$ cat config.mk
export PLATFORM = sky130hd
export DESIGN_NAME = bencode_stream_tokenizer_unit
export DESIGN_NICKNAME = d
export VERILOG_FILES = /design/src/design/bst_pkg.sv /design/src/design/bst_stack.sv /design/src/design/bencode_stream_tokenizer_unit.sv
export SDC_FILE = /design/constraint.sdc
export NUM_CORES = 1
export LEC_CHECK = 0
export BUFFER_PORTS_ARGS = -buffer_cell sky130_fd_sc_hd__clkbuf_2
export CORE_MARGIN = 10
export CORE_UTILIZATION = 40
export CTS_CLUSTER_SIZE = 40
export DETAILED_ROUTE_END_ITERATION = 7
export PLACE_DENSITY_LB_ADDON = 0.2
export RECOVER_POWER = 25
export SYNTH_ARGS = -nofsm -noshare
export SYNTH_HDL_FRONTEND = slang
export SYNTH_SLANG_ARGS = --single-unit
$ cat constraint.sdc
create_clock -name clk -period 6.05 [get_ports clk]
set_input_delay 1.5125 -clock clk [delete_from_list [all_inputs] [get_ports clk]]
set_output_delay 1.5125 -clock clk [all_outputs]
set_load 0.01 [all_outputs]
$ cat src/design/bst_pkg.sv
// Package for the bencode stream tokenizer.
// Holds parse mode codes, token and error codes, character codes and the
// stack command and status types; no dependencies.
package bst_pkg;

  localparam logic [2:0] MODE_LEAD       = 3'd0;
  localparam logic [2:0] MODE_INT_START  = 3'd1;
  localparam logic [2:0] MODE_INT_DIGITS = 3'd2;
  localparam logic [2:0] MODE_STRLEN     = 3'd3;
  localparam logic [2:0] MODE_STRBODY    = 3'd4;

  localparam logic [2:0] TOK_INT   = 3'd0;
  localparam logic [2:0] TOK_LEN   = 3'd1;
  localparam logic [2:0] TOK_BYTE  = 3'd2;
  localparam logic [2:0] TOK_LIST  = 3'd3;
  localparam logic [2:0] TOK_DICT  = 3'd4;
  localparam logic [2:0] TOK_CLOSE = 3'd5;
  localparam logic [2:0] TOK_ERR   = 3'd6;

  localparam logic [2:0] ERR_NONE     = 3'd0;
  localparam logic [2:0] ERR_LEAD     = 3'd1;
  localparam logic [2:0] ERR_DIGIT    = 3'd2;
  localparam logic [2:0] ERR_INT_FORM = 3'd3;
  localparam logic [2:0] ERR_DEEP     = 3'd4;
  localparam logic [2:0] ERR_STRAY    = 3'd5;

  localparam logic [7:0] CH_I     = 8'h69;
  localparam logic [7:0] CH_E     = 8'h65;
  localparam logic [7:0] CH_COLON = 8'h3a;
  localparam logic [7:0] CH_L     = 8'h6c;
  localparam logic [7:0] CH_D     = 8'h64;
  localparam logic [7:0] CH_MINUS = 8'h2d;
  localparam logic [7:0] CH_ZERO  = 8'h30;
  localparam logic [7:0] CH_NINE  = 8'h39;

  // kind: 1 for a dictionary; key: 1 when a key is expected next
  typedef struct packed {
    logic kind;
    logic key;
  } stk_entry_t;

  typedef struct packed {
    logic clear;
    logic push;
    logic pop;
    logic flip;
    logic push_dict;
  } stk_cmd_t;

  typedef struct packed {
    stk_entry_t top;
    stk_entry_t below;
  } stk_stat_t;

  function automatic logic is_digit(input logic [7:0] b);
    is_digit = (b >= CH_ZERO) && (b <= CH_NINE);
  endfunction

endpackage

$ cat src/design/bst_stack.sv
// Container stack of the bencode stream tokenizer: depth counter, the top two
// levels in registers and the deeper levels in a small memory.
// Depends on bst_pkg.
module bst_stack #(
  parameter int MAX_DEPTH = 16,
  localparam int DW = $clog2(MAX_DEPTH + 1)
) (
  input  logic               clk,
  input  logic               rst_n,
  input  bst_pkg::stk_cmd_t  cmd,
  output logic [DW-1:0]      depth,
  output bst_pkg::stk_stat_t stat
);
  import bst_pkg::*;

  localparam int AW = (MAX_DEPTH > 1) ? $clog2(MAX_DEPTH) : 1;

  stk_entry_t    mem [MAX_DEPTH];
  logic [DW-1:0] depth_r, depth_nxt;
  stk_entry_t    top_r, top_nxt;
  stk_entry_t    below_r;
  logic [DW-1:0] wr_pos, rd_pos;
  logic [AW-1:0] wr_idx, rd_idx;
  logic          do_push, do_pop;

  assign do_push = cmd.push && !cmd.clear;
  assign do_pop  = cmd.pop && !cmd.clear;
  assign wr_pos  = depth_r - DW'(1);
  assign rd_pos  = depth_r - DW'(3);
  assign wr_idx  = wr_pos[AW-1:0];
  assign rd_idx  = rd_pos[AW-1:0];

  always_comb begin
    depth_nxt = depth_r;
    top_nxt   = top_r;
    if (cmd.clear) begin
      depth_nxt = '0;
    end else if (cmd.push) begin
      depth_nxt     = depth_r + DW'(1);
      top_nxt.kind  = cmd.push_dict;
      top_nxt.key   = cmd.push_dict;
    end else if (cmd.pop) begin
      depth_nxt   = depth_r - DW'(1);
      top_nxt     = below_r;
      top_nxt.key = below_r.key ^ cmd.flip;
    end else if (cmd.flip) begin
      top_nxt.key = ~top_r.key;
    end
  end

  always_ff @(posedge clk) begin
    if (!rst_n) begin
      depth_r <= '0;
    end else begin
      depth_r <= depth_nxt;
    end
  end

  always_ff @(posedge clk) begin
    top_r <= top_nxt;
  end

  always_ff @(posedge clk) begin
    if (do_push && (depth_r != '0)) begin
      mem[wr_idx] <= top_r;
    end
    if (do_push) begin
      below_r <= top_r;
    end else if (do_pop) begin
      below_r <= mem[rd_idx];
    end
  end

  assign depth      = depth_r;
  assign stat.top   = top_r;
  assign stat.below = below_r;

  a_depth_bound: assert property (@(posedge clk) disable iff (!rst_n)
    depth_r <= DW'(MAX_DEPTH))
    else $error("stack depth above limit");

  a_push_room: assert property (@(posedge clk) disable iff (!rst_n)
    do_push |-> depth_r < DW'(MAX_DEPTH))
    else $error("push on full stack");

  a_pop_nonempty: assert property (@(posedge clk) disable iff (!rst_n)
    do_pop |-> depth_r != '0)
    else $error("pop on empty stack");

endmodule

$ cat src/design/bencode_stream_tokenizer_unit.sv
// Bencode stream tokenizer: one byte per request in, at most one token out.
// Top level; depends on bst_pkg and bst_stack.
//
// Takes one byte of a bencoded stream per request and returns zero or one
// token: integer value, string length, each string byte (last one marked),
// list open, dict open, close, or an error, after which parsing restarts at
// top level. Each byte makes a single pass between an input register and a
// result register, so a new byte is accepted every cycle while the result
// side keeps up. The result register stalls the input only when it holds a
// token not yet taken. Containers nest up to MAX_DEPTH levels; no clearing
// pass after reset.
module bencode_stream_tokenizer_unit #(
  parameter int MAX_DEPTH = 16
) (
  input  logic               clk,
  input  logic               rst_n,
  input  logic               in_valid,
  output logic               in_ready,
  input  logic [7:0]         in_byte,
  output logic               out_valid,
  input  logic               out_ready,
  output logic [2:0]         out_token_kind,
  output logic signed [31:0] out_number_value,
  output logic [7:0]         out_string_byte,
  output logic [4:0]         out_nest_depth,
  output logic               out_in_key,
  output logic               out_end_of_string,
  output logic               out_value_done,
  output logic [2:0]         out_error_code
);
  import bst_pkg::*;

  localparam int DW  = $clog2(MAX_DEPTH + 1);
  localparam int DXW = DW + 5;

  logic               s1_valid_r;
  logic [7:0]         s1_byte_r;
  logic               adv;

  logic [2:0]         mode_r, mode_nxt;
  logic [31:0]        acc_r, acc_nxt;
  logic               neg_r, neg_nxt;
  logic               dseen_r, dseen_nxt;
  logic [30:0]        rem_r, rem_nxt;

  stk_cmd_t           cmd_c, cmd;
  stk_stat_t          stat;
  logic [DW-1:0]      depth_q, depth_dec;
  logic [DXW-1:0]     dep_ext, dec_ext;
  logic [4:0]         cur5, dec5;

  logic [7:0]         b, dv;
  logic               dig, top_dict, key_now, pop_key, fin_done;
  logic [31:0]        acc_mac;
  logic [30:0]        rem_dec;

  logic               emit, err;
  logic [2:0]         tk, ecode;
  logic signed [31:0] nv;
  logic [7:0]         sb;
  logic [4:0]         nd;
  logic               ky, eos, done;

  logic               out_valid_r;
  logic [2:0]         tk_r, ecode_r;
  logic signed [31:0] nv_r;
  logic [7:0]         sb_r;
  logic [4:0]         nd_r;
  logic               ky_r, eos_r, done_r;

  bst_stack #(.MAX_DEPTH(MAX_DEPTH)) u_stack (
    .clk   (clk),
    .rst_n (rst_n),
    .cmd   (cmd),
    .depth (depth_q),
    .stat  (stat)
  );

  assign adv      = s1_valid_r && (!out_valid_r || out_ready);
  assign in_ready = !s1_valid_r || adv;

  always_ff @(posedge clk) begin
    if (!rst_n) begin
      s1_valid_r <= 1'b0;
    end else if (in_ready) begin
      s1_valid_r <= in_valid;
    end
  end

  always_ff @(posedge clk) begin
    if (in_valid && in_ready) begin
      s1_byte_r <= in_byte;
    end
  end

  assign b         = s1_byte_r;
  assign dig       = is_digit(b);
  assign dv        = b - CH_ZERO;
  assign acc_mac   = (acc_r << 3) + (acc_r << 1) + 32'(dv[3:0]);
  assign rem_dec   = (rem_r != '0) ? (rem_r - 31'd1) : rem_r;
  assign depth_dec = depth_q - DW'(1);
  assign dep_ext   = DXW'(depth_q);
  assign dec_ext   = DXW'(depth_dec);
  assign cur5      = dep_ext[4:0];
  assign dec5      = dec_ext[4:0];
  assign top_dict  = (depth_q != '0) && stat.top.kind;
  assign key_now   = top_dict && stat.top.key;
  assign fin_done  = (depth_q == '0);
  assign pop_key   = (depth_dec != '0) && stat.below.kind && stat.below.key;

  always_comb begin
    mode_nxt  = mode_r;
    acc_nxt   = acc_r;
    neg_nxt   = neg_r;
    dseen_nxt = dseen_r;
    rem_nxt   = rem_r;
    cmd_c     = '0;
    emit      = 1'b0;
    err       = 1'b0;
    tk        = TOK_INT;
    ecode     = ERR_NONE;
    nv        = '0;
    sb        = '0;
    nd        = cur5;
    ky        = key_now;
    eos       = 1'b0;
    done      = 1'b0;
    unique case (mode_r)
      MODE_INT_START: begin
        if (b == CH_MINUS) begin
          neg_nxt  = 1'b1;
          mode_nxt = MODE_INT_DIGITS;
        end else if (b == CH_E) begin
          err   = 1'b1;
          ecode = ERR_INT_FORM;
        end else if (!dig) begin
          err   = 1'b1;
          ecode = ERR_DIGIT;
        end else begin
          acc_nxt   = 32'(dv[3:0]);
          dseen_nxt = 1'b1;
          mode_nxt  = MODE_INT_DIGITS;
        end
      end
      MODE_INT_DIGITS: begin
        if (b == CH_E) begin
          if (!dseen_r || (neg_r && (acc_r == '0))) begin
            err   = 1'b1;
            ecode = ERR_INT_FORM;
          end else begin
            emit       = 1'b1;
            tk         = TOK_INT;
            nv         = neg_r ? $signed(32'd0 - acc_r) : $signed(acc_r);
            done       = fin_done;
            cmd_c.flip = top_dict;
            mode_nxt   = MODE_LEAD;
            acc_nxt    = '0;
            neg_nxt    = 1'b0;
            dseen_nxt  = 1'b0;
          end
        end else if (!dig) begin
          err   = 1'b1;
          ecode = ERR_DIGIT;
        end else begin
          acc_nxt   = acc_mac;
          dseen_nxt = 1'b1;
        end
      end
      MODE_STRLEN: begin
        if (dig) begin
          acc_nxt = acc_mac;
        end else if (b != CH_COLON) begin
          err   = 1'b1;
          ecode = ERR_DIGIT;
        end else begin
          rem_nxt = acc_r[30:0];
          emit    = 1'b1;
          tk      = TOK_LEN;
          nv      = $signed({1'b0, acc_r[30:0]});
          if (acc_r[30:0] == '0) begin
            done       = fin_done;
            cmd_c.flip = top_dict;
            mode_nxt   = MODE_LEAD;
          end else begin
            mode_nxt = MODE_STRBODY;
          end
          acc_nxt   = '0;
          dseen_nxt = 1'b0;
        end
      end
      MODE_STRBODY: begin
        rem_nxt = rem_dec;
        emit    = 1'b1;
        tk      = TOK_BYTE;
        sb      = b;
        if (rem_dec == '0) begin
          eos        = 1'b1;
          done       = fin_done;
          cmd_c.flip = top_dict;
          mode_nxt   = MODE_LEAD;
        end
      end
      default: begin
        mode_nxt = MODE_LEAD;
        if (b == CH_E) begin
          if (depth_q == '0) begin
            err   = 1'b1;
            ecode = ERR_STRAY;
          end else if (top_dict && !stat.top.key) begin
            err   = 1'b1;
            ecode = ERR_STRAY;
          end else begin
            emit       = 1'b1;
            tk         = TOK_CLOSE;
            cmd_c.pop  = 1'b1;
            nd         = dec5;
            ky         = pop_key;
            done       = (depth_dec == '0);
            cmd_c.flip = (depth_dec != '0) && stat.below.kind;
          end
        end else if (key_now && !dig) begin
          err   = 1'b1;
          ecode = ERR_LEAD;
        end else if (dig) begin
          acc_nxt   = 32'(dv[3:0]);
          dseen_nxt = 1'b1;
          mode_nxt  = MODE_STRLEN;
        end else if (b == CH_I) begin
          acc_nxt   = '0;
          neg_nxt   = 1'b0;
          dseen_nxt = 1'b0;
          mode_nxt  = MODE_INT_START;
        end else if ((b == CH_L) || (b == CH_D)) begin
          if (depth_q >= DW'(MAX_DEPTH)) begin
            err   = 1'b1;
            ecode = ERR_DEEP;
          end else begin
            emit            = 1'b1;
            tk              = (b == CH_D) ? TOK_DICT : TOK_LIST;
            cmd_c.push      = 1'b1;
            cmd_c.push_dict = (b == CH_D);
          end
        end else begin
          err   = 1'b1;
          ecode = ERR_LEAD;
        end
      end
    endcase
    if (err) begin
      emit        = 1'b1;
      tk          = TOK_ERR;
      nv          = '0;
      sb          = '0;
      nd          = cur5;
      ky          = key_now;
      eos         = 1'b0;
      done        = 1'b0;
      mode_nxt    = MODE_LEAD;
      acc_nxt     = '0;
      neg_nxt     = 1'b0;
      dseen_nxt   = 1'b0;
      rem_nxt     = '0;
      cmd_c       = '0;
      cmd_c.clear = 1'b1;
    end
  end

  assign cmd = adv ? cmd_c : '0;

  always_ff @(posedge clk) begin
    if (!rst_n) begin
      mode_r  <= MODE_LEAD;
      acc_r   <= '0;
      neg_r   <= 1'b0;
      dseen_r <= 1'b0;
      rem_r   <= '0;
    end else if (adv) begin
      mode_r  <= mode_nxt;
      acc_r   <= acc_nxt;
      neg_r   <= neg_nxt;
      dseen_r <= dseen_nxt;
      rem_r   <= rem_nxt;
    end
  end

  always_ff @(posedge clk) begin
    if (!rst_n) begin
      out_valid_r <= 1'b0;
    end else if (adv) begin
      out_valid_r <= emit;
    end else if (out_ready) begin
      out_valid_r <= 1'b0;
    end
  end

  always_ff @(posedge clk) begin
    if (adv && emit) begin
      tk_r    <= tk;
      nv_r    <= nv;
      sb_r    <= sb;
      nd_r    <= nd;
      ky_r    <= ky;
      eos_r   <= eos;
      done_r  <= done;
      ecode_r <= ecode;
    end
  end

  assign out_valid         = out_valid_r;
  assign out_token_kind    = tk_r;
  assign out_number_value  = nv_r;
  assign out_string_byte   = sb_r;
  assign out_nest_depth    = nd_r;
  assign out_in_key        = ky_r;
  assign out_end_of_string = eos_r;
  assign out_value_done    = done_r;
  assign out_error_code    = ecode_r;

  a_err_restart: assert property (@(posedge clk) disable iff (!rst_n)
    (adv && err) |=> (depth_q == '0) && (mode_r == MODE_LEAD))
    else $error("error did not return parser to top level");

  a_body_count: assert property (@(posedge clk) disable iff (!rst_n)
    (mode_r == MODE_STRBODY) |-> (rem_r != '0))
    else $error("string body with no bytes left");

  a_no_bubble: assert property (@(posedge clk) disable iff (!rst_n)
    !out_valid_r |-> in_ready)
    else $error("input stalled with empty result register");

endmodule

==> results of run 1 <==
## routing by layer
layer	wire, um	GRT usage
met1	15300	0.256
met2	14600	0.280
met3	1910	0.0262
met4	710	0.0588
met5	0	0
## registers in the layout, summed over array words and instances, names as in the netlist
signal / flops
acc_r: 32
out_number_value: 32
u_stack.mem: 32
rem_r: 31
b: 8
out_string_byte: 8
out_nest_depth: 5
u_stack.depth: 5
u_stack.stat: 4
mode_r: 3
out_error_code: 3
out_token_kind: 3
dseen_r: 1
neg_r: 1
out_end_of_string: 1
out_in_key: 1
out_valid: 1
out_value_done: 1
s1_valid_r: 1
## worst max-delay path: cells and delay by family, from the launching register on
kind | cells | cell delay (ns)
AOI/OAI and AO/OA | 5 | 1.36
adders and majority gates | 1 | 0.34
buffers and inverters | 1 | 0.29
DFF | 1 | 0.57
and+or+nand+nor | 4 | 2.05
## cell type report
type	count	area, um2
sequential	173	4440
tap	378	473
multi-input combinational	994	6420
fill	2757	15400
inverter	26	97.6
clock inverter	13	133
timing repair buffer	82	414
clock buffer	19	443
## synthesized netlist by cell type, types with 13 or more instances
cell type  count  area (um2)
nor2_1       132         495
a21oi_1      125         626
nand2_1       99         372
edfxtp_1      98        2940
o21ai_0       87         435
dfxtp_1       75        1500
ha_1          66         826
clkbuf_1      61         229
nor3_1        53         265
nand3_1       34         170
xnor2_1       31         272
inv_1         25        93.8
o31ai_1       25         188
a21o_1        23         173
or3_1         21         131
nand2b_1      20         125
nor4_1        20         125
xor2_1        19         166
a211oi_1      18         135
or4_1         16         120
and3_1        13        81.3
## path summary, 6_finish.rpt
path,start,end,slack [ns],depth (start not counted)
setup / recovery,u_stack.depth[0],rem_r[19],1.34,11
hold / removal,rem_r[27],rem_r[27],0.52,2
setup reg to reg,u_stack.depth[0],rem_r[19],1.34,11
hold reg to reg,rem_r[27],rem_r[27],0.52,2
## cell families (layout without fill, tap and decap cells)
group,count (synthesis),count (layout),share of synthesized area
xor gates and xnor gates,50,50,0.0389
AOI/OAI and AO/OA,379,379,0.211
and+or+nand+nor,480,480,0.215
adders and majority gates,69,69,0.0779
buffers and inverters,99,140,0.0355
DFF,173,173,0.395
muxes,16,16,0.0256
## where the power goes
| part | internal, mW | total [mW] | switching (mW) |
|---|---|---|---|
| logic | 0.0379 | 0.124 | 0.0863 |
| clock network | 0.587 | 1.09 | 0.501 |
| registers | 1.26 | 1.27 | 0.0138 |
## through the flow
step | utilization | hold WS (ns) | power, mW
finish | 0.447 | 0.520 | 2.48
global route | 0.447 | 0.546 | 2.56
CTS | 0.448 | 0.513 | 2.50
detailed placement | 0.428 | 0.505 | 1.42
global placement | 0.428 | 0.492 | 1.42
floorplan | - | 0.456 | 1.38
## placed cells by master, fill, tap and decap left out, types with 9 or more instances in the layout
cell / Yosys / routed
a211oi_1: 18 / 18
a21o_1: 23 / 23
a21oi_1: 125 / 124
a22oi_1: 9 / 9
a31oi_1: 9 / 9
and2_1: 10 / 9
and3_1: 13 / 13
buf_4: 1 / 14
clkbuf_1: 61 / 26
clkbuf_16: 0 / 17
clkbuf_2: 0 / 43
dfxtp_1: 75 / 75
edfxtp_1: 98 / 98
ha_1: 66 / 66
inv_1: 25 / 25
mux4_2: 10 / 10
nand2_1: 99 / 99
nand2b_1: 20 / 20
nand3_1: 34 / 34
nand4b_1: 9 / 9
nor2_1: 132 / 132
nor2b_1: 11 / 11
nor3_1: 53 / 52
nor4_1: 20 / 20
o21a_1: 11 / 11
o21ai_0: 87 / 86
o31ai_1: 25 / 25
or2_2: 9 / 9
or3_1: 21 / 21
or4_1: 16 / 16
xnor2_1: 31 / 31
xor2_1: 19 / 19
==> impl_metrics.json, run 1 <==
{
  "port_buffers": 67,
  "yosysWarnings": 0,
  "start_util": 0.405,
  "cp_slowest_cell": "and2_1",
  "grt_util_all_layers": 0.182,
  "ys.flop_type": "edfxtp_1",
  "globalplace.congestion": 0.913,
  "cts.path.max_buffers": 2,
  "cp-start-kind": "flip-flop",
  "rows": 61,
  "finalSetupViolCount": 0,
  "yosysSeqAreaShare": 0.395,
  "crit_path_frequent_cell": "a21oi_1",
  "slowest_delay_ns": 0.94,
  "first_global_vias": 9275,
  "crit_required_ns": 6.39,
  "ctsHoldBuffers": 0,
  "cp.arrival_ns": 5.05,
  "relSlewSlack": -0.0602,
  "violations": "capacitance limit, slew limit",
  "vias": 9879,
  "powerDensity_nw_per_um2": 200,
  "tns_ns": 0,
  "max-vdd-ir-drop_mv": 0.188,
  "drc_errors": 0,
  "worstMarginPinSlew_ns": 1.59,
  "fin_crit_sh": 0.779,
  "antenna_left": 0,
  "status": "finished with violations",
  "layout.nets": 1374,
  "layout-drive-gt1-share": 0.0941,
  "clkLatencyLatePin_ns": 0.44,
  "post_cts_resized": 0,
  "vias_per_cell": 5.86,
  "grt-ovfl-total": 0,
  "rsz0062_at_grt": "no",
  "cp_max_fo": 31,
  "core-area_um2": 27800,
  "worstSetupPathType": "flip-flop to flip-flop",
  "setup.worst_path.end_class": "flip-flop",
  "fin_area_um2": 12400,
  "cts_tree": "done",
  "antenna_cells": 0,
  "cts.clk_slew.worst_paths_ns": 0.07,
  "ys_ff_latch": 173,
  "dr.pass1.iters": 6,
  "grt_pass1_wl_um": 52500,
  "skew_ns": 0.0153,
  "ys_types": 77,
  "numCtsBuffers": 17,
  "drt_iter0_markers": 843,
  "instances_no_fill": 1685,
  "antenna_found_initial": 1,
  "synth_area_um2": 11200,
  "hold_viol": 0,
  "fp.dieH_um": 188,
  "io_pins": 68,
  "clock_sinks": 173,
  "worst_slack_ns": 1.34,
  "fp.dieW_um": 188,
  "cts_setup_buffers": 0,
  "slew_viol_final": 46,
  "ys_async_sr_fraction": 0,
  "max_freq_mhz": 212,
  "min_period_ns": 4.71,
  "pre_cts_ws_ns": 1.44,
  "leakage_nw": 4.70,
  "clock-root-buffer": "clkbuf_16",
  "wire_per_inst_um": 19.3,
  "synthToLayoutAreaGrowth_pct": 10.5,
  "wl_um": 32500,
  "synthCells": 1266,
  "die_area_um2": 35200,
  "path_cells": "inv_1 -> ha_1 -> or4b_2 -> nand3_1 -> o21ai_1 -> a21oi_1 -> a2bb2oi_2 -> nand2b_1 -> and2_1 -> o21ai_0 -> a21oi_1",
  "dp_cells": 1653,
  "grt_max_degree": 46,
  "hp-class": "flip-flop to flip-flop",
  "drv_cap": 1,
  "htree_levels": 4,
  "place_hpwl_um": 23700,
  "syn_nets": 1346,
  "synth_edf_count": 98,
  "place_area_um2": 11900,
  "syn_area_per_cell_um2": 8.88
}
(Power assumes the default switching activity.)
==> run 2: changes to the inputs <==
--- a/config.mk
+++ b/config.mk
@@ -5,6 +5,7 @@
 export SDC_FILE = /design/constraint.sdc
 export NUM_CORES = 1
 export LEC_CHECK = 0
+export ABC_AREA = 1
 export BUFFER_PORTS_ARGS = -buffer_cell sky130_fd_sc_hd__clkbuf_2
 export CORE_MARGIN = 10
 export CORE_UTILIZATION = 40
==> constraint.sdc (replaced) <==
create_clock -name clk -period 4.85 [get_ports clk]
set_input_delay 1.2125 -clock clk [delete_from_list [all_inputs] [get_ports clk]]
set_output_delay 1.2125 -clock clk [all_outputs]
set_load 0.01 [all_outputs]
==> run 2 against run 1 <==
The run still ends with capacitance limit, slew limit left. Sequential share of layout area down 3.8 points. Critical endpoint is now acc_r[3]. Count of clock-buffer cells in the layout unchanged. Worst hold slack worse by 0.055 ns. Via count up 25%. Synthesized cell count up 36%. Register-to-register slack worse by 0.51 ns. Power up 50%. First-iteration DRC count up 68%. Critical path depth up 8. Combinational power rose to 5.7 times the previous value.
==> impl_metrics.json, run 2 <==
{
  "status": "finished with violations",
  "violations": "capacitance limit, slew limit",
  "fp.dieW_um": 198,
  "layout_common_cells": "nand2_1, nor2_1, inv_1, a21oi_1, nand3_1",
  "seqPwrFrac": 0.441,
  "first_global_vias": 11600,
  "syn_area_per_cell_um2": 7.31,
  "synth_top_area_cell": "edfxtp_1",
  "ys_types": 56,
  "power_switching_mw": 1.19,
  "yosys.area.top_type_share": 0.233,
  "cp.arrival_ns": 4.28,
  "use_met1": 0.298,
  "synth_edf_count": 98,
  "power_frac_clock": 0.369,
  "relSlewSlack": -0.242,
  "rsz0062_at_grt": "no",
  "crit_path_frequent_cell": "nand2_2",
  "wire_per_inst_um": 19.4,
  "synth_area_um2": 12600,
  "layout-drive-gt1-share": 0.103,
  "numCtsBuffers": 17,
  "dp_cells": 2165,
  "synth.most_common_cell": "nand2_1",
  "globalRouteMet3Util": 0.0348,
  "max_freq_mhz": 249,
  "fin_area_um2": 13900,
  "port_buffers": 67,
  "yosysWarnings": 0,
  "powerDensity_nw_per_um2": 268,
  "p_total_mw": 3.73,
  "fin_crit_sh": 0.829,
  "yosysSeqAreaShare": 0.352,
  "ys.flop_type": "edfxtp_1",
  "fp.dieH_um": 198,
  "worst-r2r-setup-slack_ns": 0.83,
  "ys_ff_latch": 173,
  "grt_util_all_layers": 0.215,
  "vias_per_cell": 5.63,
  "instances_no_fill": 2197,
  "core-area_um2": 31400,
  "worstMarginPinSlew_ns": 1.86,
  "ctsHoldBuffers": 0,
  "layout.nets": 1862,
  "drv_cap": 1,
  "clock-root-buffer": "clkbuf_16",
  "synthToLayoutAreaGrowth_pct": 10.1,
  "max-vdd-ir-drop_mv": 0.264,
  "vias": 12400,
  "synthCells": 1727,
  "place_area_um2": 13400,
  "setup.worst_path.end_class": "flip-flop",
  "grt_busiest_layer": "met2",
  "mostFrequentLayoutCell": "nand2_1",
  "leakage_nw": 5.96,
  "crit_required_ns": 5.11,
  "p_comb_frac": 0.191,
  "antenna_found_initial": 0,
  "synth_common_cells": "nand2_1, nor2_1, inv_1, a21oi_1, nand3_1",
  "hold_viol": 0,
  "dr.pass1.iters": 7,
  "finalSetupViolCount": 0,
  "antenna_left": 0,
  "wl_um": 42700,
  "slowest_delay_ns": 0.91,
  "tns_ns": 0,
  "globalplace.congestion": 0.959,
  "cts_setup_buffers": 0,
  "grt-ovfl-total": 0,
  "start_util": 0.402,
  "cp_max_fo": 39,
  "drc_errors": 0,
  "post_cts_resized": 0,
  "hp-class": "flip-flop to flip-flop",
  "cp_slowest_cell": "dfxtp_1",
  "clock_sinks": 173,
  "cts.path.max_buffers": 2,
  "syn_nets": 1807,
  "drt_iter0_markers": 1415,
  "internal_power_mw": 2.54,
  "skew_ns": 0.00988,
  "cp-start-kind": "flip-flop",
  "slew_viol_final": 47,
  "grtUsageMet2": 0.332,
  "yosys-top-cells-area": "edfxtp_1, nand2_1, dfxtp_1, ha_1, nor2_1",
  "htree_levels": 4,
  "swShare": 0.318,
  "grt_max_degree": 53,
  "rows": 65,
  "clkLatencyLatePin_ns": 0.44,
  "cts.clk_slew.worst_paths_ns": 0.07,
  "ys_async_sr_fraction": 0,
  "die_area_um2": 39100,
  "min_period_ns": 4.02,
  "cts_tree": "done",
  "io_pins": 68,
  "antenna_cells": 0,
  "path_cells": "clkinv_1 -> ha_1 -> nand2_4 -> nor2_4 -> nand2_4 -> nand2_2 -> inv_2 -> nand2_2 -> nand2_2 -> nor2_2 -> nor2_1 -> nand2_2 -> nand4_4 -> buf_4 -> nor2_4 -> nand2_2 -> nand3_4 -> o21ai_0 -> nor2_1",
  "worstSetupPathType": "flip-flop to flip-flop",
  "grt_pass1_wl_um": 66200,
  "place_hpwl_um": 31900
}
[run 2: cell count changes after synthesis, moves of 21 or more]
cell and change:
xor2_1 +30, nor2_1 +51, o211ai_1 +32, or3_1 -21, nand2_1 +324, inv_1 +120, o31ai_1 -21, nand3_1 +87
nor3_1 -34, nand4_1 +35
[run 2: worst paths after layout]
path	start	endpoint	cells after the start
setup / recovery	u_stack.depth[0]	acc_r[3]	19
hold / removal	rem_r[0]	rem_r[0]	2
setup reg to reg	u_stack.depth[0]	acc_r[3]	19
hold reg to reg	rem_r[0]	rem_r[0]	2
[run 2: cells by family (layout without fill, tap and decap cells)]
kind of cell / count (synthesis) / after routing / synth area share
multiplexers: 4 / 4 / 0.00317
adder cells (fa/ha/maj): 68 / 68 / 0.0685
flip-flops: 173 / 173 / 0.352
AO/OA/AOI/OAI: 326 / 326 / 0.149
XOR/XNOR: 61 / 61 / 0.0423
buffers and inverters: 230 / 298 / 0.0779
AND/OR/NAND/NOR: 865 / 865 / 0.307
[run 2: per-stage QoR]
stage / setup WS [ns] / utilization / hold WS [ns]
6_report: 0.827 / 0.443 / 0.465
5_1_grt: 0.598 / 0.443 / 0.498
4_1_cts: 0.967 / 0.444 / 0.466
3_5_place_dp: 0.933 / 0.426 / 0.457
3_3_place_gp: 0.966 / 0.426 / 0.453
2_1_floorplan: 0.0689 / - / 0.439
[run 2: power by group through the flow]
stage	Sequential [mW]	Clock [mW]	Combinational, mW
2_1_floorplan	1.70	0	0.499
3_3_place_gp	1.68	0	0.710
3_5_place_dp	1.68	0	0.705
4_1_cts	1.65	1.39	0.708
5_1_grt	1.65	1.46	0.779
6_report	1.65	1.37	0.711
[run 2: worst max-delay path: cells and delay by family (launching register included)]
| kind | cells | cell delay (ns) |
|---|---|---|
| buf+inv | 3 | 0.76 |
| compound gates | 1 | 0.30 |
| fa+ha+maj | 1 | 0.31 |
| simple gates | 14 | 1.55 |
| flops | 1 | 0.91 |
[run 2: cell type report]
type | instances | area (um2)
Sequential cell | 173 | 4440
Clock inverter | 13 | 133
Multi-Input combinational cell | 1324 | 7200
Timing Repair Buffer | 101 | 557
Clock buffer | 19 | 443
Inverter | 165 | 622
Tap cell | 402 | 503
Fill cell | 3223 | 17500
[run 2: routing by layer]
| metal | routed length (um) | share of wire |
|---|---|---|
| met5 | 0 | 0 |
| met4 | 1090 | 0.026 |
| met2 | 18900 | 0.44 |
| met1 | 19500 | 0.46 |
| met3 | 3140 | 0.073 |
==> run 3: changes to the inputs <==
--- a/config.mk
+++ b/config.mk
@@ -5,7 +5,7 @@
 export SDC_FILE = /design/constraint.sdc
 export NUM_CORES = 1
 export LEC_CHECK = 0
-export ABC_AREA = 1
+export ABC_AREA = 0
 export BUFFER_PORTS_ARGS = -buffer_cell sky130_fd_sc_hd__clkbuf_2
 export CORE_MARGIN = 10
 export CORE_UTILIZATION = 40
==> constraint.sdc (replaced) <==
create_clock -name clk -period 3.4 [get_ports clk]
set_input_delay 0.85 -clock clk [delete_from_list [all_inputs] [get_ports clk]]
set_output_delay 0.85 -clock clk [all_outputs]
set_load 0.01 [all_outputs]
==> run 3 against run 2 <==
Die area decreased by 9.9%. Sequential share of layout area increased by 0.20 points. Register-to-register slack got worse by 0.77 ns. Critical path depth decreased by 5. Maximum frequency increased by 21%. Wire length decreased by 20%. Sequential cell count unchanged. The run now ends clean. Worst setup slack got worse by 0.77 ns. Core utilization increased by 5.5 points. Via count decreased by 16%. First-iteration DRC count decreased by 32%.
==> impl_metrics.json, run 3 (same netlist as run 1, synthesis figures left out) <==
{
  "cp_top_family": "simple AND/OR/NAND/NOR gates",
  "layout.nets": 1519,
  "grt_util_all_layers": 0.189,
  "worstSetupEndpoint": "u_stack.stat[2]",
  "grt_pass1_wl_um": 54400,
  "setup.worst_path.start": "rem_r[0]",
  "dr.pass1.iters": 5,
  "worstMarginPinSlew_ns": 0.824,
  "cts_tree": "done",
  "worstSetupPathType": "flip-flop to flip-flop",
  "fp.dieH_um": 188,
  "drt_iter0_markers": 957,
  "antenna_cells": 0,
  "layout-drive-gt1-share": 0.215,
  "start_util": 0.405,
  "finalSetupViolCount": 0,
  "final.fill_count": 2665,
  "io_pins": 68,
  "cp-start-kind": "flip-flop",
  "clock_sinks": 173,
  "status": "completed",
  "p_total_mw": 4.41,
  "rr_endpoint": "u_stack.stat[2]",
  "rows": 61,
  "cp_max_fo": 5,
  "synthToLayoutAreaGrowth_pct": 23.1,
  "tns_ns": 0,
  "leakage_nw": 5.49,
  "cp.arrival_ns": 3.52,
  "reg2reg_depth": 14,
  "place_hpwl_um": 25800,
  "worst-r2r-setup-slack_ns": 0.06,
  "fp.dieW_um": 188,
  "rr_startpoint": "rem_r[0]",
  "mostFrequentLayoutCell": "buf_4",
  "cp_slowest_cell": "or3_4",
  "wl_um": 34200,
  "fin_crit_sh": 0.982,
  "hold_viol": 0,
  "powerDensity_nw_per_um2": 318,
  "grt-ovfl-total": 0,
  "vias_per_cell": 5.69,
  "vias": 10400,
  "htree_levels": 4,
  "numCtsBuffers": 17,
  "grt_max_degree": 41,
  "clkLatencyLatePin_ns": 0.44,
  "max_freq_mhz": 300,
  "cts.clk_slew.worst_paths_ns": 0.07,
  "antenna_found_initial": 0,
  "drc_errors": 0,
  "min_period_ns": 3.34,
  "cts.path.max_buffers": 2,
  "port_buffers": 67,
  "relSlewSlack": 0.444,
  "max-vdd-ir-drop_mv": 0.335,
  "clock-root-buffer": "clkbuf_16",
  "wire_per_inst_um": 18.7,
  "crit_required_ns": 3.58,
  "setup.worst_path.end_class": "flip-flop",
  "slowest_delay_ns": 0.43,
  "slew_viol_final": 0,
  "antenna_left": 0,
  "path_cells": "inv_2 -> ha_2 -> or3b_4 -> nor3_4 -> buf_6 -> o31ai_4 -> or3_4 -> xnor2_4 -> nor4_2 -> buf_4 -> nand3_2 -> a31oi_4 -> mux2i_1 -> o311ai_1",
  "die_area_um2": 35200,
  "skew_ns": 0.0126,
  "core-area_um2": 27800,
  "path_depth": 14,
  "cp.buffers_inverters": 3,
  "drv_cap": 0,
  "first_global_vias": 10100,
  "hp-class": "flip-flop to flip-flop",
  "globalplace.congestion": 0.936,
  "layout_common_cells": "buf_4, nor2_1, a21oi_1, nand2_1, edfxtp_1"
}
run 3: report_power, final:
part,internal [mW],switching [mW]
Combinational,0.104,0.174
Sequential,2.23,0.0185
Clock,0.968,0.907
run 3: final cells by class:
cell class / count / area (um2) / share of cell area
inverters: 26 / 97.6 / 0.00705
clock buffers: 19 / 433 / 0.0313
well taps: 378 / 473 / 0.0342
clock inverters: 13 / 126 / 0.00913
repair buffers: 227 / 1590 / 0.115
multi-input cells: 994 / 6670 / 0.482
flip-flops and latches: 173 / 4450 / 0.322
run 3: stage by stage:
| stage | utilization | cells | hold WS [ns] | setup slack, ns | cell area (um2) |
|---|---|---|---|---|---|
| 3_5_place_dp | 0.469 | 1792 | 0.491 | -0.0369 | 13000 |
| 6_report | 0.498 | 1830 | 0.519 | 0.0618 | 13800 |
| 5_1_grt | 0.498 | 1830 | 0.550 | -0.0181 | 13800 |
| 4_1_cts | 0.490 | 1824 | 0.516 | 0.00805 | 13600 |
| 3_3_place_gp | 0.469 | 1792 | 0.489 | -0.0287 | 13000 |
| 2_1_floorplan | - | 1266 | 0.456 | -0.213 | 11300 |
run 3: worst min-delay path, cell delays in order, from the launching register on:
cell	delay, ns
dfxtp_1	0.35
nand2_1	0.07
a21oi_1	0.05
run 3: repair_timing:
action,4_1_cts,5_1_grt
hold buffers,0,0
resized for setup,7,57
setup endpoints to repair,2,112
buffers inserted,0,6
pin swaps,2,12
run 3: routing by layer:
metal	global-route usage	part of all wire	vias up
met5	0	0	-
met4	0.0708	0.026	0
met3	0.0378	0.057	54
met2	0.296	0.45	300
met1	0.253	0.47	4948
li1	-	-	5106
run 3: how the worst min path moves through the flow:
stage | slack (ns) | endpoint | from | cells after the start
CTS | 0.52 | rem_r[24] | rem_r[24] | 2
floorplan | 0.46 | acc_r[31] | acc_r[31] | 2
global route | 0.55 | rem_r[24] | rem_r[24] | 2
finish | 0.52 | rem_r[25] | rem_r[25] | 2
detailed placement | 0.49 | rem_r[25] | rem_r[25] | 2
global placement | 0.49 | rem_r[25] | rem_r[25] | 2
